File: src/hw/rtl/rdr_pkg.sv
`default_nettype none

package rdr_pkg;

   // size defaults for the frame store
   localparam int MAX_WIDTH_DEFAULT  = 256;
   localparam int MAX_HEIGHT_DEFAULT = 256;

   // field widths
   localparam int FUNC_W     = 2;
   localparam int X_W        = 12;
   localparam int YB_W       = 13;
   localparam int DIM_W      = 12;
   localparam int SCALE_W    = 8;
   localparam int DIGIT_W    = 4;
   localparam int RGB_W      = 24;
   localparam int CANVAS_W   = 9;
   localparam int REQ_DATA_W = 88;
   localparam int CSR_INDEX_W = 2;

   // tdata bit positions of the request fields
   localparam int X_LSB     = 0;
   localparam int YB_LSB    = X_LSB + X_W;
   localparam int W_LSB     = YB_LSB + YB_W;
   localparam int H_LSB     = W_LSB + DIM_W;
   localparam int SCALE_LSB = H_LSB + DIM_W;
   localparam int DIGIT_LSB = SCALE_LSB + SCALE_W;
   localparam int RGB_LSB   = DIGIT_LSB + DIGIT_W;

   localparam int CANVAS_RESET = 256;
   localparam int Y_BIAS       = 1000;
   localparam int QUEUE_DEPTH  = 4;

   localparam logic [3:0] GLYPH_LAST_CELL = 4'd14;
   localparam logic [1:0] GLYPH_LAST_COL  = 2'd2;

   localparam logic [CSR_INDEX_W-1:0] CSR_CANVAS_WIDTH  = 2'd0;
   localparam logic [CSR_INDEX_W-1:0] CSR_CANVAS_HEIGHT = 2'd1;

   typedef enum logic [FUNC_W-1:0] {
      FUNC_CLEAR = 2'd0,
      FUNC_FILL  = 2'd1,
      FUNC_DIGIT = 2'd2,
      FUNC_READ  = 2'd3
   } func_type;

   typedef enum logic [1:0] {
      OP_PAINT = 2'd0,
      OP_SKIP  = 2'd1,
      OP_READ  = 2'd2
   } op_kind_type;

   // one clipped work item from the front to the back
   typedef struct packed {
      op_kind_type         kind;
      logic                last;
      logic                outside;
      logic [CANVAS_W-1:0] x0;
      logic [CANVAS_W-1:0] x1;
      logic [CANVAS_W-1:0] y0;
      logic [CANVAS_W-1:0] y1;
      logic [RGB_W-1:0]    color;
   } op_type;

   // 3x5 font, top row in the high bits, left column first
   function automatic logic [14:0] glyph_bits(input logic [DIGIT_W-1:0] digit);
      logic [14:0] g;
      unique case (digit)
         4'd0, 4'd10: g = 15'o75557;
         4'd1, 4'd11: g = 15'o26227;
         4'd2, 4'd12: g = 15'o71747;
         4'd3, 4'd13: g = 15'o71717;
         4'd4, 4'd14: g = 15'o55711;
         4'd5, 4'd15: g = 15'o74717;
         4'd6:        g = 15'o74757;
         4'd7:        g = 15'o71111;
         4'd8:        g = 15'o75757;
         4'd9:        g = 15'o75717;
      endcase
      return g;
   endfunction

   // zero becomes one, anything above the store size saturates
   function automatic logic [CANVAS_W-1:0] clamp_dim(input logic [CANVAS_W-1:0] v,
                                                    input logic [12:0] max_dim);
      logic [CANVAS_W-1:0] r;
      if (v == '0) begin
         r = CANVAS_W'(1);
      end else if ({4'b0, v} > max_dim) begin
         r = max_dim[CANVAS_W-1:0];
      end else begin
         r = v;
      end
      return r;
   endfunction

endpackage

`default_nettype wire

File: src/hw/rtl/rdr_queue.sv
`default_nettype none

module rdr_queue
   import rdr_pkg::*;
(
   input  wire logic   clock,
   input  wire logic   reset,
   input  wire logic   push,
   input  wire op_type push_data,
   output logic        full,
   input  wire logic   pop,
   output logic        pop_valid,
   output op_type      pop_data
);

   localparam int PW = (QUEUE_DEPTH > 1) ? $clog2(QUEUE_DEPTH) : 1;
   localparam logic [PW-1:0] LAST_SLOT = PW'(QUEUE_DEPTH - 1);

   op_type        entries [QUEUE_DEPTH];
   logic [PW-1:0] wr_ptr_ff, wr_ptr_in;
   logic [PW-1:0] rd_ptr_ff, rd_ptr_in;
   logic [PW:0]   count_ff, count_in;
   logic          do_push, do_pop;

   assign full      = (count_ff == (PW+1)'(QUEUE_DEPTH));
   assign pop_valid = (count_ff != '0);
   assign pop_data  = entries[rd_ptr_ff];
   assign do_push   = push && !full;
   assign do_pop    = pop && pop_valid;

   always_comb begin
      wr_ptr_in = wr_ptr_ff;
      rd_ptr_in = rd_ptr_ff;
      count_in  = count_ff;
      if (do_push) begin
         wr_ptr_in = (wr_ptr_ff == LAST_SLOT) ? '0 : wr_ptr_ff + PW'(1);
      end
      if (do_pop) begin
         rd_ptr_in = (rd_ptr_ff == LAST_SLOT) ? '0 : rd_ptr_ff + PW'(1);
      end
      if (do_push && !do_pop) begin
         count_in = count_ff + (PW+1)'(1);
      end else if (!do_push && do_pop) begin
         count_in = count_ff - (PW+1)'(1);
      end
   end

   always_ff @(posedge clock) begin
      if (reset) begin
         wr_ptr_ff <= '0;
         rd_ptr_ff <= '0;
         count_ff  <= '0;
      end else begin
         wr_ptr_ff <= wr_ptr_in;
         rd_ptr_ff <= rd_ptr_in;
         count_ff  <= count_in;
      end
   end

   always_ff @(posedge clock) begin
      if (do_push) begin
         entries[wr_ptr_ff] <= push_data;
      end
   end

endmodule

`default_nettype wire

File: config.mk
export PLATFORM = sky130hd
export DESIGN_NAME = rdr_queue
export DESIGN_NICKNAME = d
export VERILOG_FILES = /design/src/hw/rtl/rdr_pkg.sv /design/src/hw/rtl/rdr_queue.sv
export SDC_FILE = /design/constraint.sdc
export NUM_CORES = 1
export LEC_CHECK = 0
export BUFFER_PORTS_ARGS = -buffer_cell sky130_fd_sc_hd__buf_2
export CORE_ASPECT_RATIO = 0.9
export CORE_UTILIZATION = 25
export CTS_CLUSTER_SIZE = 40
export DETAILED_ROUTE_END_ITERATION = 10
export PLACE_DENSITY = 0.43
export RECOVER_POWER = 50
export SYNTH_ARGS = -nofsm -noshare
export SYNTH_HDL_FRONTEND = slang
export SYNTH_SLANG_ARGS = --single-unit
File: constraint.sdc
create_clock -name clock -period 6.1 [get_ports clock]
set_input_delay 0.61 -clock clock [delete_from_list [all_inputs] [get_ports clock]]
set_output_delay 0.61 -clock clock [all_outputs]
set_load 0.01 [all_outputs]
Yosys cells after proc, flatten, opt, wreduce, memory -nomap -nowiden:

Memory sizes are Yosys's and may differ from the RTL's. A register that Yosys moved wholly into a read port is not among the register bits.
Index checks and enable logic that the tools add are counted.

* logic and storage cells: 28
* RAM bits: 256
* bits in latches: 0
* flip-flop bits (word level): 7
* input bits: 68
* bits in read-only memories: 0
* memories kept: 1

Memory list
* entries: depth 4, bits a word 64, read ports 1, clocked after memory_dff 1, write ports 1, line rdr_queue.sv:19 `op_type entries [QUEUE_DEPTH];`

* multiplexer cells: 8
* $mul: 0
* divide/modulo/power cells: 0
* add/subtract/negate cells: 4
* bitwise operators: 0
* $lt $le $gt $ge: 0
* shift operators: 0
* reductions and logical operators: 9
* eq/ne operators: 3

Operators with widths (count)
* $mux W2: 4
* $mux W3: 2
* $add A2 B1 Y2 const B: 2
* $eq A2 B2 Y1 const B: 2
* $logic_and A1 B1 Y1: 4
* $add A3 B1 Y3 const B: 1
* $eq A3 B3 Y1 const B: 1
* $logic_not A1 Y1: 3
* $reduce_bool A3 Y1: 1
* $sub A3 B1 Y3 const B: 1
* $mux W1: 2
* $reduce_bool A2 Y1: 1

Logic depth before layout (Yosys ltp):

Gate-level depths: netlist of the first run.

* depth in word-level cells: 7
* mapped depth: 10
* gate-level depth less buffers: 9

Least setup slack after synthesis of the first run:

Ideal clock, no wire load.

* path kind: reg-to-reg
* start: register count_ff[0]
* end: memory entries[0][0] (netlist name), enable pin
* data required time: 5.671 ns
* cell stages (with the launch flop): 4
* period minus slack after synthesis: 2.658 ns
* slack: 3.442 ns
* path buffers: 1
* setup time: 0.429 ns
* arrival time: 2.229 ns
* path through: dfxtp_1 or3b_1 buf_6 and3_1

* word-level cells in the longest chain between the ends: 5

Ends and longest elaborated chain
* start, declared: line rdr_queue.sv:22 `logic [PW:0] count_ff, count_in;`
* start signal, assigned: line rdr_queue.sv:56 `count_ff <= count_in;`
* $eq A3 B3 Y1: line rdr_queue.sv:25 `assign full = (count_ff == (PW+1)'(QUEUE_DEPTH));`
* $logic_not A1 Y1: line rdr_queue.sv:28 `assign do_push = push && !full;`
* $logic_and A1 B1 Y1: line rdr_queue.sv:28
* $mux W1: line rdr_queue.sv:61 `if (do_push) begin`
* $mux W1 (not written as such): line rdr_queue.sv:62 `entries[wr_ptr_ff] <= push_data;`
* end, declared: line rdr_queue.sv:19

No other way between the ends.

==> results of run 1 <==
-- cells by family (layout without fill, tap and decap cells) --
kind of cell / count (synthesis) / in the layout / synth area share
flip-flops: 265 / 265 / 0.808
adder cells (fa/ha/maj): 7 / 7 / 0.00976
AND/OR/NAND/NOR: 16 / 16 / 0.00912
buffers and inverters: 21 / 198 / 0.0166
multiplexers: 66 / 66 / 0.150
XOR/XNOR: 2 / 2 / 0.00180
AO/OA/AOI/OAI: 7 / 7 / 0.00514
-- cells in the mapped netlist --
cell type,number
or3_1,3
nor2_2,1
clkinv_4,1
nand2_1,1
a21oi_1,3
ha_1,6
buf_6,7
clkbuf_1,2
edfxtp_1,256
o21ai_0,1
buf_4,1
o31ai_2,2
or3b_1,1
inv_1,3
mux4_2,64
nor2_1,3
o21ai_1,1
bufinv_8,1
buf_2,6
fa_1,1
xor2_1,2
and3_1,4
dfxtp_1,9
nor3_1,1
mux2i_1,2
nand3_1,2
-- sequential cells by signal, summed over array words and instances (netlist names), named ones only --
name       count
rd_ptr_ff      2
wr_ptr_ff      2
count_ff       3
entries      256
-- worst max-delay path, stage by stage, from the launching register on --
cell and delay [ps]:
dfxtp_4 940, buf_4 580, mux4_2 580, buf_2 160
-- metal layers --
metal | track usage | wire length (µm)
met4 | 0.0298 | 560
met2 | 0.168 | 9670
met5 | 0 | 0
met1 | 0.131 | 8890
met3 | 0.0320 | 1150
-- worst paths after layout --
check | start | to | slack (ps) | cells past startpoint
worst min register to register | rd_ptr_ff[0] | flop | 490 | 2
worst min-delay path | push_data[52] | entries[3][52] | 300 | 1
worst max-delay path | flop | pop_data[23] | 2640 | 3
worst max register to register | count_ff[0] | entries[1][24] | 2970 | 3
-- final cells by class --
| class | instances | area [µm²] | area share |
|---|---|---|---|
| Clock buffer | 35 | 791 | 0.0669 |
| Clock inverter | 20 | 118 | 0.00996 |
| Inverter | 5 | 33.8 | 0.00286 |
| Multi-Input combinational cell | 98 | 1720 | 0.146 |
| Sequential cell | 265 | 7880 | 0.667 |
| Tap cell | 525 | 657 | 0.0556 |
| Timing Repair Buffer | 138 | 619 | 0.0524 |
-- per-stage QoR --
step,power [mW],instances
after floorplan,2.94,384
after global placement,3.29,1031
after detailed placement,3.31,1031
after CTS,5.00,1086
after global routing,5.11,1086
final,4.88,1086
-- power by group through the flow --
stage                     Sequential (mW)  Combinational [mW]  Clock (mW)
final                                2.34               0.873        1.66
after detailed placement             2.40               0.914           0
after global placement               2.39               0.901           0
after floorplan                      2.28               0.657           0
after CTS                            2.36               0.920        1.73
after global routing                 2.38               0.952        1.78
==> key figures, run 1 <==
Finish
  • # fillers: 3739
  • Fin util: 0.308
  • Share of cells above drive strength 1: 0.332
  • Area delta synth->final: 21.3%
  • Final net count: 613
  • Ant. Diodes: 0
  • Commonest non-fill, non-tap cell in the layout: edfxtp_1
  • Fin area: 11800 µm²
  • Most frequent cells in the layout: 256 x edfxtp_1, 69 x clkbuf_1, 68 x buf_2

GRT
  • Vias in the first global route: about 5k
  • Largest net degree at the start of global routing: 65
  • Total grt overflow: 0
  • Initial antenna violation count: 0
  • Global Route Usage Sum: 0.103
  • Global-route wire length before repair: a little over 30000 µm

Power
  • Pleak: 3.73 nW
  • NetSw: 1.28 mW
  • Share of power burned in registers: 0.481
  • Switching share of total power: 0.261
  • Clock power frac: 0.340
  • Maximum vdd ir drop: 0.000216 V
  • Cell-internal power: 3.60 mW
  • Power density over the cells: just over 400 nW/µm²
  • Power share of the combinational group: 0.179

Floorplanning
  • Chip Width: 210 µm
  • Initial Utilization: 0.254
  • Row Count: 68
  • Core area: 38400 µm²
  • Die Y-Extent: 189 µm
  • I/O pin count: 134
  • Die area: 39800 µm²

Yosys
  • Number of distinct library cells after synthesis: 26
  • Seq/Total Area, Yosys: 0.808
  • Synth top area share: 0.789
  • Flip-flop and latch count after synthesis: 265
  • Cell area after synthesis: about 10000 µm²
  • Syn nets: 459
  • Area leader, netlist: edfxtp_1
  • Mapped Avg Cell Area: 25.4 µm²
  • Yosys warnings: 0
  • Synth top area cells: edfxtp_1 79%, mux4_2 15%, dfxtp_1 1.8%, buf_6 0.81%, ha_1 0.77%
  • Synth Instances: around 380

Status
  • Outcome: finished with violations
  • Failing checks: max-capacitance violations, max-slew violations

Clock tree
  • TritonCTS clock tree: yes
  • Worst-path clk slew: ~60 ps
  • Hold_buf cts: 0
  • Cts bufs inserted: 30
  • Setup Fix Bufs, Post-CTS: 0
  • Clk sinks: 265
  • Worst skew pair latency: about 560 ps
  • Clock buffer depth: 3
  • CTS root buffer: clkbuf_16
  • # H-tree levels: 1
  • Post-CTS resize count: 0

Critical path
  • Data required, critical path: around 5500 ps
  • Crit start category: flop
  • Worst Setup End Kind: output pin
  • WS Path Type: flop to output pin
  • WP data arrival: 2850 ps
  • CP Max Fanout: 41

Drt
  • First-pass detailed-route iteration total: 4
  • Antenna Nets Post-Route: 0
  • Via count: between 4k and 5k
  • Via/cell ratio: 4.10
  • Routed WL: 20300 µm
  • WL/cell: roughly 19 µm
  • First-iteration detailed-routing DRC count: 162
  • DRC: 0

Timing
  • Fin. Hold Viols: 0
  • Pins Over Slew Limit: 94
  • Minimum clock period: 3460 ps
  • Layout Skew: 20.2 ps
  • Max_slew headroom: -0.382
  • Final setup fails: 0
  • Max Fclk: 0.289 GHz
  • Min Hold Slack: 299 ps
  • Worst Slack Setup Final: 2640 ps
  • Worst Tran Pin Value: 2070 ps
  • Setup TNS Final: 0 ps
  • RSZ-0062 raised after global routing: no
  • Period utilization: 0.567

Placement
  • Port buffer count: approximately 130
  • Worst Setup Slack post-DPL: 3060 ps
  • GPL Wtd Cong: 0.676
  • Final HPWL DP: 11200 µm
  • Dpl cell area: about 11000 µm²

Hold path
  • Hold/Removal Path Class: input port to flop

Job
  • Count of max-cap constraint violations: 2
Note: power is estimated with default switching activity, not from simulation.
==> run 2, diff against run 1 <==
Settings changed: PLACE_DENSITY 0.43 to 0.45.
Clock period 6.1 ns to 2.99 ns, I/O delays scaled along.
==> run 2 against run 1 <==
The flow now finishes without violations. Power grew 110%. Combinational power increased by 130%. Critical path depth unchanged. Count of clock-buffer cells in the layout decreased by 5. Register-to-register slack got worse by 2400 ps. Sequential cell count is the same. Critical path type unchanged. Largest power group unchanged.
==> key figures, run 2 (synthesis results as in run 1) <==
Status
  • Outcome: completed

Drt
  • Via count: 4652
  • WL/cell: 16.7 µm
  • DRC: 0
  • First-iteration detailed-routing DRC count: 182
  • Routed WL: 19200 µm
  • First-pass detailed-route iteration total: 4
  • Antenna Nets Post-Route: 0
  • Via/cell ratio: 4.04

GRT
  • Met1 GRT Util: 0.122
  • Largest net degree at the start of global routing: 65
  • Total grt overflow: 0
  • Vias in the first global route: between 5k and 6k
  • Initial antenna violation count: 1
  • Global-route wire length before repair: 29300 µm
  • Layer carrying the most global-route usage: met2
  • Global Route Usage Sum: 0.0974
  • GR met3 Demand/Resource: 0.0302
  • Fraction of met2 tracks used by global routing: 0.163

Clock tree
  • # H-tree levels: 1
  • Hold_buf cts: 64
  • Worst skew pair latency: about 550 ps
  • Clock buffer depth: 3
  • Cts bufs inserted: 28
  • Setup Fix Bufs, Post-CTS: 0
  • Clk sinks: between 200 and 300
  • TritonCTS clock tree: yes
  • CTS root buffer: clkbuf_16
  • Post-CTS resize count: 0
  • Worst-path clk slew: 60 ps

Timing
  • Worst Slack Setup Final: approximately 500 ps
  • Period utilization: 0.835
  • Worst Tran Pin Value: 1140 ps
  • RSZ-0062 raised after global routing: no
  • Fin. Hold Viols: 0
  • Minimum clock period: 2500 ps
  • Max Fclk: between 0.4 and 0.5 GHz
  • Pins Over Slew Limit: 0
  • Layout Skew: 20.1 ps
  • Setup TNS Final: 0 ps
  • Final setup fails: 0
  • Min Hold Slack: around 30 ps
  • Max_slew headroom: 0.237

Hold path
  • Hold path depth: 2
  • Hold/Removal Path Class: input port to flop
  • Hold path start: reset
  • Hold endpoint: wr_ptr_ff[1]

Power
  • Cell-internal power: 7.71 mW
  • Switching share of total power: 0.249
  • Pleak: 4.06 nW
  • Maximum vdd ir drop: 0.000362 V
  • Clock power frac: 0.349
  • NetSw: 2.56 mW
  • Power density over the cells: 814 nW/µm²
  • Share of power burned in registers: 0.454
  • Power share of the combinational group: 0.197
  • Final total power: roughly 10 mW

Critical path
  • Worst reg2reg endpoint: entries[2][43]
  • Data required, critical path: 2690 ps
  • FF-to-FF Start: count_ff[0]
  • WP data arrival: 2200 ps
  • R2R setup slack: 540 ps
  • Crit start category: flop
  • Reg2reg path depth: 3
  • WS Path Type: flop to output pin
  • CP Max Fanout: 33
  • Worst Setup End Kind: output pin

Floorplanning
  • Chip Width: 210 µm
  • I/O pin count: 134
  • Die area: 39800 µm²
  • Die Y-Extent: between 150 and 200 µm
  • Initial Utilization: 0.254
  • Row Count: 68
  • Core area: 38400 µm²

Job
  • Count of max-cap constraint violations: 0

Finish
  • Most frequent cells in the layout: 256 x edfxtp_1, 69 x buf_2, 66 x clkbuf_1
  • Largest Register: entries
  • Fin area: 12600 µm²
  • Area delta synth->final: 29.4%
  • Regs by FF count: entries (256), count_ff (3)
  • Final net count: about 680
  • Commonest non-fill, non-tap cell in the layout: edfxtp_1
  • Largest register FFs: 256
  • Share of cells above drive strength 1: 0.304

Placement
  • GPL Wtd Cong: 0.714
  • Port buffer count: 133
  • Worst Setup Slack post-DPL: about 670 ps
  • Dpl cell area: 11100 µm²
  • Final HPWL DP: 11000 µm
[run 2: cell types whose count changed in the layout (fill, tap and decap cells not counted), moves of 3 or more]
| cell | change |
|---|---|
| clkbuf_16 | -3 |
| clkinv_2 | -4 |
| bufinv_16 | +5 |
| buf_12 | +5 |
| dlygate4sd3_1 | +64 |
| clkbuf_1 | -3 |
[run 2: metrics by stage]
stage,std cells,util
after floorplan,384,-
after global placement,1035,0.290
after detailed placement,1035,0.290
after CTS,1150,0.331
after global routing,1151,0.329
final,1151,0.329
[run 2: critical path: stages, from the launching register on]
cell     delay (ps)
dfxtp_4         560
buf_12          350
mux4_2          570
buf_2           160
[run 2: power by group through the flow]
stage / Combinational [mW] / Sequential (mW) / Clock, mW
4_1_cts: 2.12 / 4.68 / 3.69
3_5_place_dp: 2.05 / 4.76 / 0
6_report: 2.02 / 4.66 / 3.58
5_1_grt: 2.21 / 4.71 / 3.82
3_3_place_gp: 2.02 / 4.73 / 0
2_1_floorplan: 1.34 / 4.65 / 0
[run 2: final cells by class]
class / instances / area, µm²
Antenna cell: 1 / 2.50
Clock buffer: 30 / 708
Sequential cell: 265 / 7880
Multi-Input combinational cell: 98 / 1720
Timing Repair Buffer: 206 / 1350
Clock inverter: 21 / 256
Tap cell: 525 / 657
Fill cell: 3667 / 25800
Inverter: 5 / 33.8
[run 2: worst max-delay path by stage]
stage                    end  slack, ps  cells past startpoint
4_1_cts         pop_data[45]        380                      3
2_1_floorplan  entries[0][0]        330                      3
6_report        pop_data[58]        490                      3
3_3_place_gp     count_ff[2]        760                      9
5_1_grt         pop_data[61]        330                      3
3_5_place_dp     count_ff[2]        670                      9
[run 2: metal layers]
layer | share of wire | routed length, µm
met5 | 0 | 0
met4 | 0.021 | 412
met3 | 0.058 | 1120
met2 | 0.49 | 9440
met1 | 0.43 | 8270
==> run 3, diff against run 2 <==
Clock period 2.99 ns to 2.05 ns, I/O delays scaled along.
==> run 3 against run 2 <==
The run now ends with negative setup slack left. Sequential share of layout area shrank 3.7 points. Non-clock buffer count grew 23. Combinational power grew 120%. Register-to-register slack lost 530 ps. Routed wire length grew 11%. Hold slack gained 70 ps. Sequential cell count is the same. Critical path depth grew 2. Via count grew 2.7%. Count of clock-buffer cells in the layout grew 10. Sequential power grew 44%. Largest power group unchanged.
==> key figures, run 3 (synthesis results as in run 1) <==
Status
  • Outcome: finished with violations
  • Failing checks: negative setup slack

Timing
  • Fin. Hold Viols: 0
  • Final setup fails: 64
  • Max Fclk: between 0.4 and 0.5 GHz
  • Layout Skew: 14.9 ps
  • Minimum clock period: between 2000 and 2500 ps
  • Min Hold Slack: around 100 ps
  • Period utilization: 1.06
  • Worst Slack Setup Final: -127 ps
  • RSZ-0062 raised after global routing: yes
  • Worst Tran Pin Value: 453 ps
  • Setup TNS Final: -3070 ps
  • Pins Over Slew Limit: 0
  • Max_slew headroom: 0.698

Critical path
  • Worst Setup End Kind: output pin
  • Data required, critical path: around 1900 ps
  • CP Max Fanout: 5
  • WS Path Type: flop to output pin
  • Crit start category: flop
  • WP data arrival: 1970 ps

GRT
  • Initial antenna violation count: 1
  • Total grt overflow: 0
  • Global-route wire length before repair: 32400 µm
  • Vias in the first global route: ~5.3k
  • Global Route Usage Sum: 0.110
  • Largest net degree at the start of global routing: 40

Finish
  • Most frequent cells in the layout: 256 x edfxtp_1, 75 x clkbuf_1, 65 x dlygate4sd3_1
  • Fin util: 0.349
  • # fillers: 3589
  • Regs by FF count: entries (256), count_ff (3)
  • Final net count: about 700
  • Commonest non-fill, non-tap cell in the layout: edfxtp_1
  • Largest Register: entries
  • Share of cells above drive strength 1: 0.338
  • Largest register FFs: 256
  • Area delta synth->final: 37.5%

Floorplanning
  • Die Y-Extent: 189 µm
  • Row Count: 68
  • Core area: around 38000 µm²
  • Initial Utilization: 0.254
  • I/O pin count: around 130
  • Chip Width: 210 µm
  • Die area: 39800 µm²

Clock tree
  • TritonCTS clock tree: yes
  • Cts bufs inserted: 29
  • CTS root buffer: clkbuf_16
  • Worst skew pair latency: about 540 ps
  • Clock buffer depth: 3
  • Clk sinks: 265
  • # H-tree levels: 1
  • Worst-path clk slew: 60 ps

Drt
  • First-iteration detailed-routing DRC count: 215
  • Antenna Nets Post-Route: 0
  • Via/cell ratio: around 4.1
  • Routed WL: 21400 µm
  • DRC: 0
  • Via count: ~4.8k
  • First-pass detailed-route iteration total: 4
  • WL/cell: roughly 18 µm

Hold path
  • Hold/Removal Path Class: input port to flop

Placement
  • Final HPWL DP: 11800 µm
  • GPL Wtd Cong: 0.690
  • Port buffer count: about 130

Power
  • Pleak: 4.36 nW
  • Power density over the cells: about 1200 nW/µm²
  • Maximum vdd ir drop: approximately 0.00053 V
  • Final total power: 16.1 mW

Job
  • Count of max-cap constraint violations: 0
[run 3: final timing paths]
kind                      from           end  slack, ps  depth (start not counted)
setup / recovery          flop  pop_data[17]       -130                          5
hold / removal            push  wr_ptr_ff[0]        100                          4
hold reg to reg   rd_ptr_ff[0]          flop        490                          2
setup reg to reg   count_ff[2]   count_ff[2]         10                          9
[run 3: timing repair]
item,CTS,global route
hold endpoints to repair,265,0
pin swaps,2,1
cloned,9,1
gates resized for setup,68,18
hold buffers,65,0
setup buffers,7,0
setup endpoints to repair,65,65
[run 3: per-stage QoR]
stage | setup slack (ps) | instance area (µm²) | instances
after floorplan | 34.3 | 9750 | 384
after global placement | 22.2 | 11200 | 1042
after detailed placement | -82.4 | 11200 | 1042
after CTS | -177 | 13400 | 1176
after global routing | -220 | 13400 | 1176
final | -127 | 13400 | 1176
[run 3: cell type report]
class | instances | area, µm² | area share
Clock buffer | 40 | 777 | 0.0580
Antenna cell | 1 | 2.50 | 0.000187
Tap cell | 525 | 657 | 0.0490
Multi-Input combinational cell | 98 | 1770 | 0.132
Timing Repair Buffer | 229 | 2160 | 0.162
Sequential cell | 265 | 7880 | 0.588
Clock inverter | 13 | 115 | 0.00859
Inverter | 5 | 37.5 | 0.00280
[run 3: power breakdown]
part / switching, mW / internal (mW)
logic: 1.96 / 2.52
registers: 0.165 / 6.56
clock network: 1.97 / 2.88
[run 3: worst max-delay path, cell delays in order (launching register included)]
cell and delay (ps):
dfxtp_4 380, buf_8 120, buf_12 120, buf_16 140, mux4_2 530, buf_6 140
[run 3: per-layer routing]
| metal | vias up | GRT usage | share of wire |
|---|---|---|---|
| met5 | - | 0 | 0 |
| met4 | 0 | 0.0258 | 0.018 |
| met3 | 28 | 0.0269 | 0.046 |
| met2 | 100 | 0.183 | 0.49 |
| met1 | 2514 | 0.145 | 0.45 |
| li1 | 2136 | - | - |
