`src/hw/rtl/rdr_pkg.sv`:
```
`default_nettype none

package rdr_pkg;

   // size defaults for the frame store
   localparam int MAX_WIDTH_DEFAULT  = 256;
   localparam int MAX_HEIGHT_DEFAULT = 256;

   // field widths
   localparam int FUNC_W     = 2;
   localparam int X_W        = 12;
   localparam int YB_W       = 13;
   localparam int DIM_W      = 12;
   localparam int SCALE_W    = 8;
   localparam int DIGIT_W    = 4;
   localparam int RGB_W      = 24;
   localparam int CANVAS_W   = 9;
   localparam int REQ_DATA_W = 88;
   localparam int CSR_INDEX_W = 2;

   // tdata bit positions of the request fields
   localparam int X_LSB     = 0;
   localparam int YB_LSB    = X_LSB + X_W;
   localparam int W_LSB     = YB_LSB + YB_W;
   localparam int H_LSB     = W_LSB + DIM_W;
   localparam int SCALE_LSB = H_LSB + DIM_W;
   localparam int DIGIT_LSB = SCALE_LSB + SCALE_W;
   localparam int RGB_LSB   = DIGIT_LSB + DIGIT_W;

   localparam int CANVAS_RESET = 256;
   localparam int Y_BIAS       = 1000;
   localparam int QUEUE_DEPTH  = 4;

   localparam logic [3:0] GLYPH_LAST_CELL = 4'd14;
   localparam logic [1:0] GLYPH_LAST_COL  = 2'd2;

   localparam logic [CSR_INDEX_W-1:0] CSR_CANVAS_WIDTH  = 2'd0;
   localparam logic [CSR_INDEX_W-1:0] CSR_CANVAS_HEIGHT = 2'd1;

   typedef enum logic [FUNC_W-1:0] {
      FUNC_CLEAR = 2'd0,
      FUNC_FILL  = 2'd1,
      FUNC_DIGIT = 2'd2,
      FUNC_READ  = 2'd3
   } func_type;

   typedef enum logic [1:0] {
      OP_PAINT = 2'd0,
      OP_SKIP  = 2'd1,
      OP_READ  = 2'd2
   } op_kind_type;

   // one clipped work item from the front to the back
   typedef struct packed {
      op_kind_type         kind;
      logic                last;
      logic                outside;
      logic [CANVAS_W-1:0] x0;
      logic [CANVAS_W-1:0] x1;
      logic [CANVAS_W-1:0] y0;
      logic [CANVAS_W-1:0] y1;
      logic [RGB_W-1:0]    color;
   } op_type;

   // 3x5 font, top row in the high bits, left column first
   function automatic logic [14:0] glyph_bits(input logic [DIGIT_W-1:0] digit);
      logic [14:0] g;
      unique case (digit)
         4'd0, 4'd10: g = 15'o75557;
         4'd1, 4'd11: g = 15'o26227;
         4'd2, 4'd12: g = 15'o71747;
         4'd3, 4'd13: g = 15'o71717;
         4'd4, 4'd14: g = 15'o55711;
         4'd5, 4'd15: g = 15'o74717;
         4'd6:        g = 15'o74757;
         4'd7:        g = 15'o71111;
         4'd8:        g = 15'o75757;
         4'd9:        g = 15'o75717;
      endcase
      return g;
   endfunction

   // zero becomes one, anything above the store size saturates
   function automatic logic [CANVAS_W-1:0] clamp_dim(input logic [CANVAS_W-1:0] v,
                                                    input logic [12:0] max_dim);
      logic [CANVAS_W-1:0] r;
      if (v == '0) begin
         r = CANVAS_W'(1);
      end else if ({4'b0, v} > max_dim) begin
         r = max_dim[CANVAS_W-1:0];
      end else begin
         r = v;
      end
      return r;
   endfunction

endpackage

`default_nettype wire

```
`src/hw/rtl/rdr_front.sv`:
```
`default_nettype none

module rdr_front
   import rdr_pkg::*;
#(
   parameter int MAX_WIDTH  = MAX_WIDTH_DEFAULT,
   parameter int MAX_HEIGHT = MAX_HEIGHT_DEFAULT
)(
   input  wire logic                   clock,
   input  wire logic                   reset,
   input  wire logic                   req_tvalid,
   output logic                        req_tready,
   input  wire logic [REQ_DATA_W-1:0]  req_tdata,
   input  wire logic [FUNC_W-1:0]      req_tuser,
   input  wire logic                   csr_valid,
   input  wire logic [CSR_INDEX_W-1:0] csr_index,
   input  wire logic [CANVAS_W-1:0]    csr_data,
   input  wire logic                   engine_ready,
   output logic                        q_push,
   output op_type                      q_data,
   input  wire logic                   q_full
);

   localparam logic [12:0] MAX_W13 = 13'(MAX_WIDTH);
   localparam logic [12:0] MAX_H13 = 13'(MAX_HEIGHT);
   localparam logic [CANVAS_W-1:0] CW_RESET =
      CANVAS_W'((CANVAS_RESET > MAX_WIDTH) ? MAX_WIDTH : CANVAS_RESET);
   localparam logic [CANVAS_W-1:0] CH_RESET =
      CANVAS_W'((CANVAS_RESET > MAX_HEIGHT) ? MAX_HEIGHT : CANVAS_RESET);

   typedef enum logic [1:0] {
      F_IDLE = 2'b01,
      F_EMIT = 2'b10
   } front_state_type;

   front_state_type      state_ff, state_in;
   logic [CANVAS_W-1:0]  cw_ff, cw_in, ch_ff, ch_in;
   func_type             func_ff, func_in;
   logic [X_W-1:0]       x_ff, x_in;
   logic [YB_W-1:0]      yb_ff, yb_in;
   logic [DIM_W-1:0]     w_ff, w_in, h_ff, h_in;
   logic [SCALE_W-1:0]   s_ff, s_in;
   logic [DIGIT_W-1:0]   d_ff, d_in;
   logic [RGB_W-1:0]     color_ff, color_in;
   logic [3:0]           cell_ff, cell_in;
   logic [1:0]           col_ff, col_in;
   logic [9:0]           xoff_ff, xoff_in;
   logic [10:0]          yoff_ff, yoff_in;

   logic                 accept;
   logic [14:0]          glyph;
   logic [12:0]          bx;
   logic [13:0]          bx_end, x1c;
   logic [DIM_W-1:0]     bw, bh;
   logic signed [15:0]   by, by_end, y0c, y1c, ch_s;
   logic                 lit, x_empty, y_empty, outside;

   assign accept     = req_tvalid && req_tready;
   assign req_tready = (state_ff == F_IDLE) && engine_ready;
   assign glyph      = glyph_bits(d_ff);

   // clip the current block against the canvas
   always_comb begin
      bx  = 13'(x_ff) + 13'(xoff_ff);
      by  = $signed({3'b0, yb_ff}) + $signed({5'b0, yoff_ff}) - $signed(16'(Y_BIAS));
      bw  = w_ff;
      bh  = h_ff;
      lit = 1'b1;
      unique case (func_ff)
         FUNC_CLEAR: begin
            bx = '0;
            by = '0;
            bw = DIM_W'(cw_ff);
            bh = DIM_W'(ch_ff);
         end
         FUNC_DIGIT: begin
            bw  = DIM_W'(s_ff);
            bh  = DIM_W'(s_ff);
            lit = glyph[GLYPH_LAST_CELL - cell_ff];
         end
         FUNC_FILL, FUNC_READ: begin
         end
      endcase
      ch_s    = $signed({7'b0, ch_ff});
      bx_end  = 14'(bx) + 14'(bw);
      x1c     = (bx_end > 14'(cw_ff)) ? 14'(cw_ff) : bx_end;
      x_empty = (x1c <= 14'(bx));
      by_end  = by + $signed({4'b0, bh});
      y0c     = by[15] ? '0 : by;
      y1c     = (by_end > ch_s) ? ch_s : by_end;
      y_empty = (y1c <= y0c);
      outside = by[15] || (bx >= 13'(cw_ff)) || (by >= ch_s);
   end

   always_comb begin
      q_data.x0      = bx[CANVAS_W-1:0];
      q_data.x1      = x1c[CANVAS_W-1:0];
      q_data.y0      = y0c[CANVAS_W-1:0];
      q_data.y1      = y1c[CANVAS_W-1:0];
      q_data.color   = color_ff;
      q_data.outside = outside;
      q_data.last    = (func_ff != FUNC_DIGIT) || (cell_ff == GLYPH_LAST_CELL);
      if (func_ff == FUNC_READ) begin
         q_data.kind = OP_READ;
      end else if (lit && !x_empty && !y_empty) begin
         q_data.kind = OP_PAINT;
      end else begin
         q_data.kind = OP_SKIP;
      end
   end

   assign q_push = (state_ff == F_EMIT) && !q_full;

   always_comb begin
      state_in = state_ff;
      func_in  = func_ff;
      x_in     = x_ff;
      yb_in    = yb_ff;
      w_in     = w_ff;
      h_in     = h_ff;
      s_in     = s_ff;
      d_in     = d_ff;
      color_in = color_ff;
      cell_in  = cell_ff;
      col_in   = col_ff;
      xoff_in  = xoff_ff;
      yoff_in  = yoff_ff;
      unique case (state_ff)
         F_IDLE: begin
            if (accept) begin
               state_in = F_EMIT;
               func_in  = func_type'(req_tuser);
               x_in     = req_tdata[X_LSB +: X_W];
               yb_in    = req_tdata[YB_LSB +: YB_W];
               w_in     = req_tdata[W_LSB +: DIM_W];
               h_in     = req_tdata[H_LSB +: DIM_W];
               s_in     = req_tdata[SCALE_LSB +: SCALE_W];
               d_in     = req_tdata[DIGIT_LSB +: DIGIT_W];
               color_in = req_tdata[RGB_LSB +: RGB_W];
               cell_in  = '0;
               col_in   = '0;
               xoff_in  = '0;
               yoff_in  = '0;
            end
         end
         F_EMIT: begin
            if (q_push) begin
               if (q_data.last) begin
                  state_in = F_IDLE;
               end else begin
                  // step to the next glyph cell, row by row
                  cell_in = cell_ff + 4'd1;
                  if (col_ff == GLYPH_LAST_COL) begin
                     col_in  = '0;
                     xoff_in = '0;
                     yoff_in = yoff_ff + 11'(s_ff);
                  end else begin
                     col_in  = col_ff + 2'd1;
                     xoff_in = xoff_ff + 10'(s_ff);
                  end
               end
            end
         end
         default: state_in = F_IDLE;
      endcase
   end

   always_comb begin
      cw_in = cw_ff;
      ch_in = ch_ff;
      if (csr_valid && (csr_index == CSR_CANVAS_WIDTH)) begin
         cw_in = clamp_dim(csr_data, MAX_W13);
      end
      if (csr_valid && (csr_index == CSR_CANVAS_HEIGHT)) begin
         ch_in = clamp_dim(csr_data, MAX_H13);
      end
   end

   always_ff @(posedge clock) begin
      if (reset) begin
         state_ff <= F_IDLE;
         cw_ff    <= CW_RESET;
         ch_ff    <= CH_RESET;
         cell_ff  <= '0;
         col_ff   <= '0;
         xoff_ff  <= '0;
         yoff_ff  <= '0;
      end else begin
         state_ff <= state_in;
         cw_ff    <= cw_in;
         ch_ff    <= ch_in;
         cell_ff  <= cell_in;
         col_ff   <= col_in;
         xoff_ff  <= xoff_in;
         yoff_ff  <= yoff_in;
      end
   end

   always_ff @(posedge clock) begin
      func_ff  <= func_in;
      x_ff     <= x_in;
      yb_ff    <= yb_in;
      w_ff     <= w_in;
      h_ff     <= h_in;
      s_ff     <= s_in;
      d_ff     <= d_in;
      color_ff <= color_in;
   end

endmodule

`default_nettype wire

```
`config.mk`:
```
export PLATFORM = sky130hd
export DESIGN_NAME = rdr_front
export DESIGN_NICKNAME = d
export VERILOG_FILES = /design/src/hw/rtl/rdr_pkg.sv /design/src/hw/rtl/rdr_front.sv
export SDC_FILE = /design/constraint.sdc
export NUM_CORES = 1
export LEC_CHECK = 0
export BUFFER_PORTS_ARGS = -buffer_cell sky130_fd_sc_hd__buf_4
export CAP_MARGIN = 20
export CORE_ASPECT_RATIO = 0.75
export CORE_MARGIN = 3
export CORE_UTILIZATION = 50
export CTS_BUF_LIST = sky130_fd_sc_hd__clkbuf_16
export DETAILED_ROUTE_END_ITERATION = 10
export GPL_TIMING_DRIVEN = 0
export PLACE_DENSITY_LB_ADDON = 0.2
export SYNTH_ARGS = -nofsm -noshare
export SYNTH_HDL_FRONTEND = slang
export SYNTH_SLANG_ARGS = --single-unit
```
`constraint.sdc`:
```
create_clock -name clock -period 7.95 [get_ports clock]
set_clock_uncertainty 0.05 [all_clocks]
set_input_delay 1.59 -clock clock [delete_from_list [all_inputs] [get_ports clock]]
set_output_delay 1.59 -clock clock [all_outputs]
set_load 0.02 [all_outputs]
```
Word level (Yosys, flattened, before mapping)
Memory sizes are Yosys's and may differ from the RTL's. A register that Yosys moved wholly into a read port is not among the register bits.
Index checks and enable logic that the tools add are counted.
{"block": "word_totals", "wordCells": 106, "input_bits": 107, "output_inout_bits": 66, "memories": 1, "register_bits": 134, "rom_bits": 224}
{"memory": "(name not given)", "depth": 16, "word_bits": 14, "rd": 1, "rd_clocked_by_memory_dff": 1, "wr": 0, "line": "rdr_pkg.sv:68", "source": "unique case (digit)"}
{"block": "classes", "n_mux": 38, "addsub": 10, "n_eq_ne": 13, "n_lt_le_gt_ge": 8, "reduce_logical": 21}
{"operator": "12-bit case mux with 2 select lines", "count": 2}
{"operator": "11-bit two-way mux", "count": 4}
{"operator": "10-bit two-way mux", "count": 4}
{"operator": "16-bit two-way mux", "count": 2}
{"operator": "11-bit case mux with 2 select lines", "count": 1}
{"operator": "10-bit case mux with 2 select lines", "count": 1}
{"operator": "9-bit two-way mux", "count": 2}
{"operator": "16-bit by 13-bit adder with 16-bit output", "count": 1}
{"operator": "16-bit by 10-bit >= comparator with 1-bit output", "count": 1}
{"operator": "16-bit by 10-bit > comparator with 1-bit output", "count": 1}
{"operator": "16-bit less-or-equal comparator", "count": 1}
{"operator": "2-bit two-way mux", "count": 8}
{"operator": "4-bit two-way mux", "count": 4}
{"operator": "15-bit two-way mux", "count": 1}
{"operator": "14-bit by 10-bit subtractor with 15-bit output (second input constant)", "count": 1}
{"operator": "13-bit by 11-bit adder with 14-bit output", "count": 1}
{"operator": "13-bit by 12-bit adder with 14-bit output", "count": 1}
{"operator": "14-bit by 9-bit > comparator with 1-bit output", "count": 1}
{"operator": "14-bit by 13-bit less-or-equal comparator with 1-bit output", "count": 1}
{"operator": "14-bit two-way mux", "count": 1}
{"operator": "12-bit by 10-bit adder with 13-bit output", "count": 1}
{"operator": "13-bit by 9-bit >= comparator with 1-bit output", "count": 1}
{"operator": "13-bit two-way mux", "count": 1}
{"operator": "11-bit by 8-bit adder with 11-bit output", "count": 1}
{"operator": "25 further kinds", "count": 47}

Depth between registers and ports, before layout
Gate-level depths: netlist of run 1.
{"block": "logic_depth", "depth_word": 11, "mapped_depth": 36, "ltp_nobuf": 35}

Worst setup path after synthesis of run 1
Ideal clock, no wire load.
{"block": "synth_path", "kind": "register -> output", "startpoint": "register func_ff[0]", "endpoint": "output port q_data[62] (netlist name)", "required_ps": 6310, "slack_ps": -424, "n_path_buf": 5, "stages_incl_launch_ff": 35, "arrival_time_ps": 6734, "cell_sequence": "edfxtp_1 > clkbuf_1 > or2_2 > buf_6 > clkbuf_1 > clkbuf_1 > nand2_1 > inv_1 > ha_1 > inv_1 > fa_1 > nor2b_1 > o21ai_0 > a21boi_0 > o21ai_0 > nand2b_1 > a31oi_1 > xnor2_1 > ha_1 > nand3_1 > o31ai_1 > a21oi_1 > nor4bb_1 > clkbuf_1 > mux2i_1 > ha_1 > nor2b_1 > o21a_1 > o21a_1 > o21a_1 > o21a_1 > o21ai_0 > a31oi_1 > o21a_1 > a21oi_1"}
{"element": "start, declared", "line": "rdr_front.sv:38", "source": "func_type func_ff, func_in;"}
{"element": "start signal, assigned", "line": "rdr_front.sv:200", "source": "func_ff <= func_in;"}
{"element": "end, declared", "line": "rdr_front.sv:20", "source": "output op_type q_data,"}

==> metrics.md, run 1 <==
| Metric | Value |
|---|---|
| Hold Path Depth | 2 |
| Power per Cell Area | 168.0 mW/mm^2 |
| Core area | between 0.015 and 0.02 mm^2 |
| Grt total ovfl | 0 |
| First-pass GRT wire length | about 44,000 um |
| Critical path fanouts, max | 8 |
| 1st-iter DRT viols | approximately 700 |
| Util after Layout | 66.68% |
| Post-synth cell types | 72 |
| VDD IR max | 150.3 uV |
| GPL Wtd Cong | about 0.92 |
| Setup slack after layout | -586.5 ps |
| Cell Area, Synth | just over 0.01 mm^2 |
| Total track usage | 25.21% |
| Slew @ Worst Pin | 778.9 ps |
| Clk sinks | roughly 140 |
| Clk pin slew, worst setup/hold paths | approximately 60 ps |
| Simple-gate share of the synthesized area | 14.22% |
| XOR/XNOR Fraction of Synth Area | 4.602% |
| Hold_buf cts | 0 |
| Clock root buffer | clkbuf_16 |
| Status | finished, violations left |
| WS Path Type | register to output pin |
| Site Rows | 44 |
| Number of flops mapped to enable cells by yosys | between 80 and 90 |
| Crit path arrival time | around 7000 ps |
| Via density | about 5.6 |
| Area share of fa/ha/maj cells after synthesis | between 10% and 20% |
| Most used DFF post-synth | edfxtp_1 |
| Reg2reg path depth | 8 |
| Critical path endpoint category | output pin |
| Critical path's largest stage delay | roughly 500 ps |
| Kind of start point of the critical path | register |
| Final setup viols | 1 |
| Ports | approximately 170 |
| Top cells by count, synth | 144 x ha_1, 116 x nand2_1, 87 x edfxtp_1 |
| Failing checks | setup timing |
| Fin crit share | 107.4% |
| Wire per inst | 18.11 um |
| Headroom to the max-slew limit | about 48% |
| Count leader, synth | ha_1 |
| Setup TNS | -586.5 ps |
| Nets | roughly 1,600 |
| Die height | 130.2 um |
| Largest net degree at the start of global routing | between 50 and 60 |
| Fmax | 117.1 MHz |
| Post-Synthesis Cells | around 1,100 |
| Layout area overhead | 28.22% |
| Number of I/O port buffers | about 170 |
| Mux share of post-synthesis cell area | 5.734% |
| Residual DRC count | 0 |
| Compound-Gate Fraction of Synth Area | 15.62% |
| Routed Antenna Nets | 0 |
| Slowest CP cell | o41a_1 |
| Top post-synthesis cells by area | edfxtp_1 25%, ha_1 18%, dfxtp_1 11% |
| Max Cap Viol | 0 |
| Combinational family with the most area after synthesis | adder cells |
| Ys Warns | 0 |
| Seq cells post-synth | between 100 and 150 |
| Initial Utilization | 52.00% |
| RSZ-0062 raised after global routing | yes |
| Clock buffer count from CTS | 17 |
| Routed wire length | 28,320 um |
| Die area | roughly 0.022 mm^2 |
| N_diodes | 0 |
| Vias | 8,771 |
| CTS tree | built |
| Iteration count of the initial detailed-routing pass | 5 |
| Syn avg cell area | 9.569 um^2 |
| Final HPWL DP | 21,200 um |
| H-tree depth | 4 |
| Asr flop ratio synth | 0% |
| P_leak | 0.005960 uW |
| Worst hold path type | register to register |
| Fin. Hold Viols | 0 |
| Critical path data required time | approximately 6300 ps |
| Vias in the first global route | between 8,000 and 9,000 |
| Initial antenna violation count | 0 |
| Share of the synthesized area in the top cell type | between 20 and 30% |
| Die span in x | approximately 170 um |
| Worst-Skew Late Latency | between 400 and 500 ps |
| Final Critical Period | roughly 8500 ps |
| CTS max path bufs | 2 |
| Layout cells sized above 1 | a little over a quarter |
| Max-slew violations | 0 |
| Register area share after synthesis | 36.52% |
| Post-synth top area cell | edfxtp_1 |
[cells by family after synthesis]
family / after synthesis
buffers and inverters: 115
and+or+nand+nor: 304
xor gates and xnor gates: 54
AOI/OAI and AO/OA: 254
DFF: 144
adders and majority gates: 151
other: 1
muxes: 51
[report_power, final]
part           total, uW  switching, uW  internal, uW  leakage, uW
combinational        566            304           262      0.00439
sequential           840           16.4           824      0.00127
clock                808            341           467     0.000291
total               2210            662          1550      0.00596
[metrics by stage]
stage	power, uW	hold slack (ps)	setup slack (ps)	cells	instance area [um^2]
floorplan	1174	398.6	85.43	1077	10310
detailed placement	1337	422.8	-1098	1498	11910
global placement	1328	414.4	-1025	1497	11880
global route	2306	451.2	-807.6	1564	13180
finish	2214	436.9	-586.5	1564	13180
CTS	2192	432.9	-370.5	1557	13010
[path summary, 6_finish.rpt]
| kind | start | endpoint | slack (ps) |
|---|---|---|---|
| setup / recovery | yb_ff[1]$_DFFE_PP_ | q_data[62] | -590 |
| hold / removal | ch_ff[1]$_SDFFE_PP0P_ | ch_ff[1]$_SDFFE_PP0P_ | 440 |
| hold reg to reg | ch_ff[1]$_SDFFE_PP0P_ | ch_ff[1]$_SDFFE_PP0P_ | 440 |
| setup reg to reg | state_ff[1]$_SDFFE_PP0P_ | xoff_ff[5]$_SDFFE_PP0P_ | 4880 |
[critical path: cells and delay by family, from the launching register on]
family / cells / cell delay [ps]
buffers and inverters: 5 / 720
and+or+nand+nor: 7 / 740
xor gates and xnor gates: 2 / 430
DFF: 1 / 440
AOI/OAI and AO/OA: 13 / 2320
muxes: 1 / 340
adders and majority gates: 6 / 1480
[sequential cells by signal (all words and copies together) (netlist names), 8 cells and up]
name,flops
h_ff,12
w_ff,12
glyph,10
s_ff,8
cw_ff,9
yoff_ff,11
x_ff,12
yb_ff,13
ch_ff,9
xoff_ff,10
color_ff,24
[area by class of cell]
cell class                      instances  area, um^2
Buffer                                 28       158.9
Clock buffer                           17       425.4
Multi-Input combinational cell        818        6485
Sequential cell                       144        3757
Fill cell                            1562        6586
Clock inverter                         15       160.2
Tap cell                              253       316.6
Timing Repair Buffer                  204        1553
Inverter                               85       321.6
[layer usage]
layer	vias to the layer above	part of all wire, %	track usage, %	wire, um
met5	-	0	0	0
met4	0	2.6	9.035	734
met3	55	8.8	6.572	2499
met2	346	43	38.21	12180
met1	4084	46	35.02	12900
li1	4286	-	-	-
[cells in the final DEF, fill, tap and decap left out, types with 19 or more instances in the layout]
master / netlist / layout
mux2i_1: 30 / 28
xnor2_1: 34 / 32
a21o_1: 33 / 33
a21oi_1: 78 / 70
dfxtp_1: 57 / 54
edfxtp_1: 87 / 87
inv_1: 85 / 85
xor2_1: 20 / 19
nor2_1: 66 / 60
ha_1: 144 / 130
nor2b_1: 23 / 22
buf_4: 1 / 204
o21ai_0: 58 / 45
nand2_1: 116 / 115
[what timing repair did]
| item | CTS | global route |
|---|---|---|
| endpoints found under the setup margin | 1 | 1 |
| buffers inserted | 29 | 6 |
| resized for setup | 70 | 27 |
| endpoints found under the hold margin | 0 | 0 |
| pin swaps | 44 | 27 |
No activity file was read; power rests on OpenSTA's default activity.
==> run 2, diff against run 1 <==
CORE_UTILIZATION = 52   (was 50)
==> run 2 against run 1 <==
  * Clock-buffer cell count stayed put
  * Global-route usage increased by 1.4 points
  * Sequential share of layout area shrank 0.29 points
  * Worst setup slack improved by 120 ps
  * The run still ends with setup timing left
  * Largest cell class unchanged
==> metrics.md, run 2 (same netlist as run 1, synthesis figures left out) <==
| Metric | Value |
|---|---|
| Clock root buffer | clkbuf_16 |
| Core area | 0.01894 mm^2 |
| CP bufs+invs | 3 |
| Residual DRC count | 0 |
| Hold Slack | between 400 and 500 ps |
| VDD IR max | about 160 uV |
| Worst hold path type | register to register |
| Reg2reg start | state_ff[1]$_SDFFE_PP0P_ |
| Status | finished, violations left |
| Via density | between 5 and 6 |
| # fillers | ~1,400 |
| Clock share of power | between 30 and 40% |
| Failing checks | setup timing |
| First-pass GRT wire length | between 40,000 and 50,000 um |
| Biggest register | color_ff |
| Hold_buf cts | 0 |
| Max Cap Viol | 0 |
| Most frequent cells in the layout | 208 x buf_4, 125 x ha_1, 114 x nand2_1 |
| Multi-input logic area | about 0.0066 mm^2 |
| Switching share of power | about a third |
| Reg2reg path depth | 8 |
| Worst-Skew Late Latency | about 430 ps |
| Layout cells sized above 1 | between 20% and 30% |
| R2r setup slk | about 4800 ps |
| Critical path endpoint category | output pin |
| Initial antenna violation count | 0 |
| Clk sinks | between 100 and 150 |
| Clock buffer count from CTS | 17 |
| H-tree depth | 4 |
| Largest register FFs | 24 |
| Final setup viols | 1 |
| Power per Cell Area | 167.6 mW/mm^2 |
| GPL Wtd Cong | 0.9345 |
| Vias | a little under 9,000 |
| Initial Utilization | approximately 54% |
| Kind of start point of the critical path | register |
| Setup slack after layout | -462.3 ps |
| Total track usage | 26.59% |
| CTS tree | built |
| Crit path top cell by count | ha_4 |
| Most common cell after layout, fill and taps aside | buf_4 |
| Routed Antenna Nets | 0 |
| Seq pwr share | a little under two fifths |
| Top flop regs | color_ff: 24 flops, yb_ff: 13 flops |
| N_diodes | 0 |
| CTS max path bufs | 2 |
| Cell Int Power | about 1500 uW |
| WS Path Type | register to output pin |
| Clk pin slew, worst setup/hold paths | roughly 70 ps |
| Placed Area | around 0.012 mm^2 |
| Slew @ Worst Pin | roughly 830 ps |
| Reg area | between 0.003 and 0.004 mm^2 |
| Critical path data required time | 6310 ps |
| Die span in x | 168.3 um |
| Cell family with the largest share of critical-path delay | compound AO/OA/AOI/OAI gates |
| Layout area overhead | 29.55% |
| Combinational share of power | approximately a quarter |
| Crit path arrival time | roughly 6800 ps |
| Grt total ovfl | 0 |
| Tot Pwr | 2231 uW |
| Headroom to the max-slew limit | approximately 45% |
| Die area | roughly 0.022 mm^2 |
| Reg-to-Reg End | xoff_ff[7]$_SDFFE_PP0P_ |
| Site Rows | 43 |
| Wire per inst | about 19 um |
| Critical path's largest stage delay | ~480 ps |
| Iteration count of the initial detailed-routing pass | 5 |
| Die height | approximately 130 um |
| Ports | 173 |
| Vias in the first global route | 8,714 |
| Switch Pwr | 712.0 uW |
| RSZ-0062 raised after global routing | yes |
| Nets | 1,559 |
| Number of I/O port buffers | approximately 170 |
| Max-slew violations | 0 |
| Util after Layout | between 70% and 80% |
| Fmax | approximately 120 MHz |
| Fin. Hold Viols | 0 |
| Final HPWL DP | between 20,000 and 25,000 um |
| Critical Path Stages | 32 |
| Fin area | 0.01331 mm^2 |
| Routed wire length | a little under 30,000 um |
| Largest net degree at the start of global routing | 53 |
| Dpl cells | approximately 1,500 |
| 1st-iter DRT viols | about 670 |
| Critical Path Sink | q_data[62] |
| Slowest CP cell | or4_1 |
| Final non-filler cell total | 1,562 |
| Hold wc startpoint | yoff_ff[4]$_SDFFE_PP0P_ |
| Critical path fanouts, max | 8 |
| P_leak | between 0.005 and 0.006 uW |
| Final Critical Period | 8412 ps |
| Fin crit share | 105.8% |
| Crit path from | yb_ff[1]$_DFFE_PP_ |
==> run 2: worst min path at each step <==
stage / to / slack, ps / cells past startpoint
floorplan: yoff_ff[3]$_SDFFE_PP0P_ / 400 / 2
global placement: ch_ff[1]$_SDFFE_PP0P_ / 410 / 2
detailed placement: yoff_ff[3]$_SDFFE_PP0P_ / 420 / 2
CTS: ch_ff[1]$_SDFFE_PP0P_ / 430 / 2
global route: yoff_ff[4]$_SDFFE_PP0P_ / 440 / 2
finish: yoff_ff[4]$_SDFFE_PP0P_ / 430 / 2
==> run 2: worst reg2reg max path: stages (launching register included) <==
cell and delay (ps):
dfxtp_1 360, and3b_1 200, nand2_1 420, inv_4 350
buf_16 290, a21oi_1 710, nor2_1 360, a22oi_1 270
nor2_1 60
==> run 2: power by group through the flow <==
stage / combinational [uW] / sequential, uW / clock (uW)
finish: 586 / 839 / 806
global route: 637 / 841 / 851
CTS: 536 / 839 / 818
detailed placement: 484 / 856 / 0
global placement: 470 / 857 / 0
floorplan: 318 / 856 / 0
==> run 2: final cells by class <==
| cell class | instances | area share (%) |
|---|---|---|
| clock inverters | 15 | 1.391 |
| repair buffers | 208 | 11.89 |
| clock buffers | 17 | 3.195 |
| multi-input cells | 818 | 49.27 |
| plain buffers | 28 | 1.297 |
| inverters | 85 | 2.415 |
| flip-flops and latches | 144 | 28.22 |
| well taps | 247 | 2.321 |
==> run 2: what timing repair did <==
action / CTS / global route
resized for setup: 76 / 42
setup buffers: 29 / 10
pin swaps: 39 / 27
setup endpoints to repair: 6 / 1
==> run 2: metal layers <==
metal	part of all wire [%]	GRT usage (%)	vias to the layer above
met3	9.6	7.182	34
met4	1.4	6.157	0
met2	45	41.55	397
met5	0	0	-
met1	44	37.18	4209
li1	-	-	4296
==> run 2: per-stage QoR <==
stage,setup slack (ps),setup TNS [ps]
floorplan,85.43,0
finish,-462.3,-462.3
global placement,-1013,-1013
detailed placement,-1182,-1182
global route,-665.6,-665.6
CTS,-317.9,-317.9
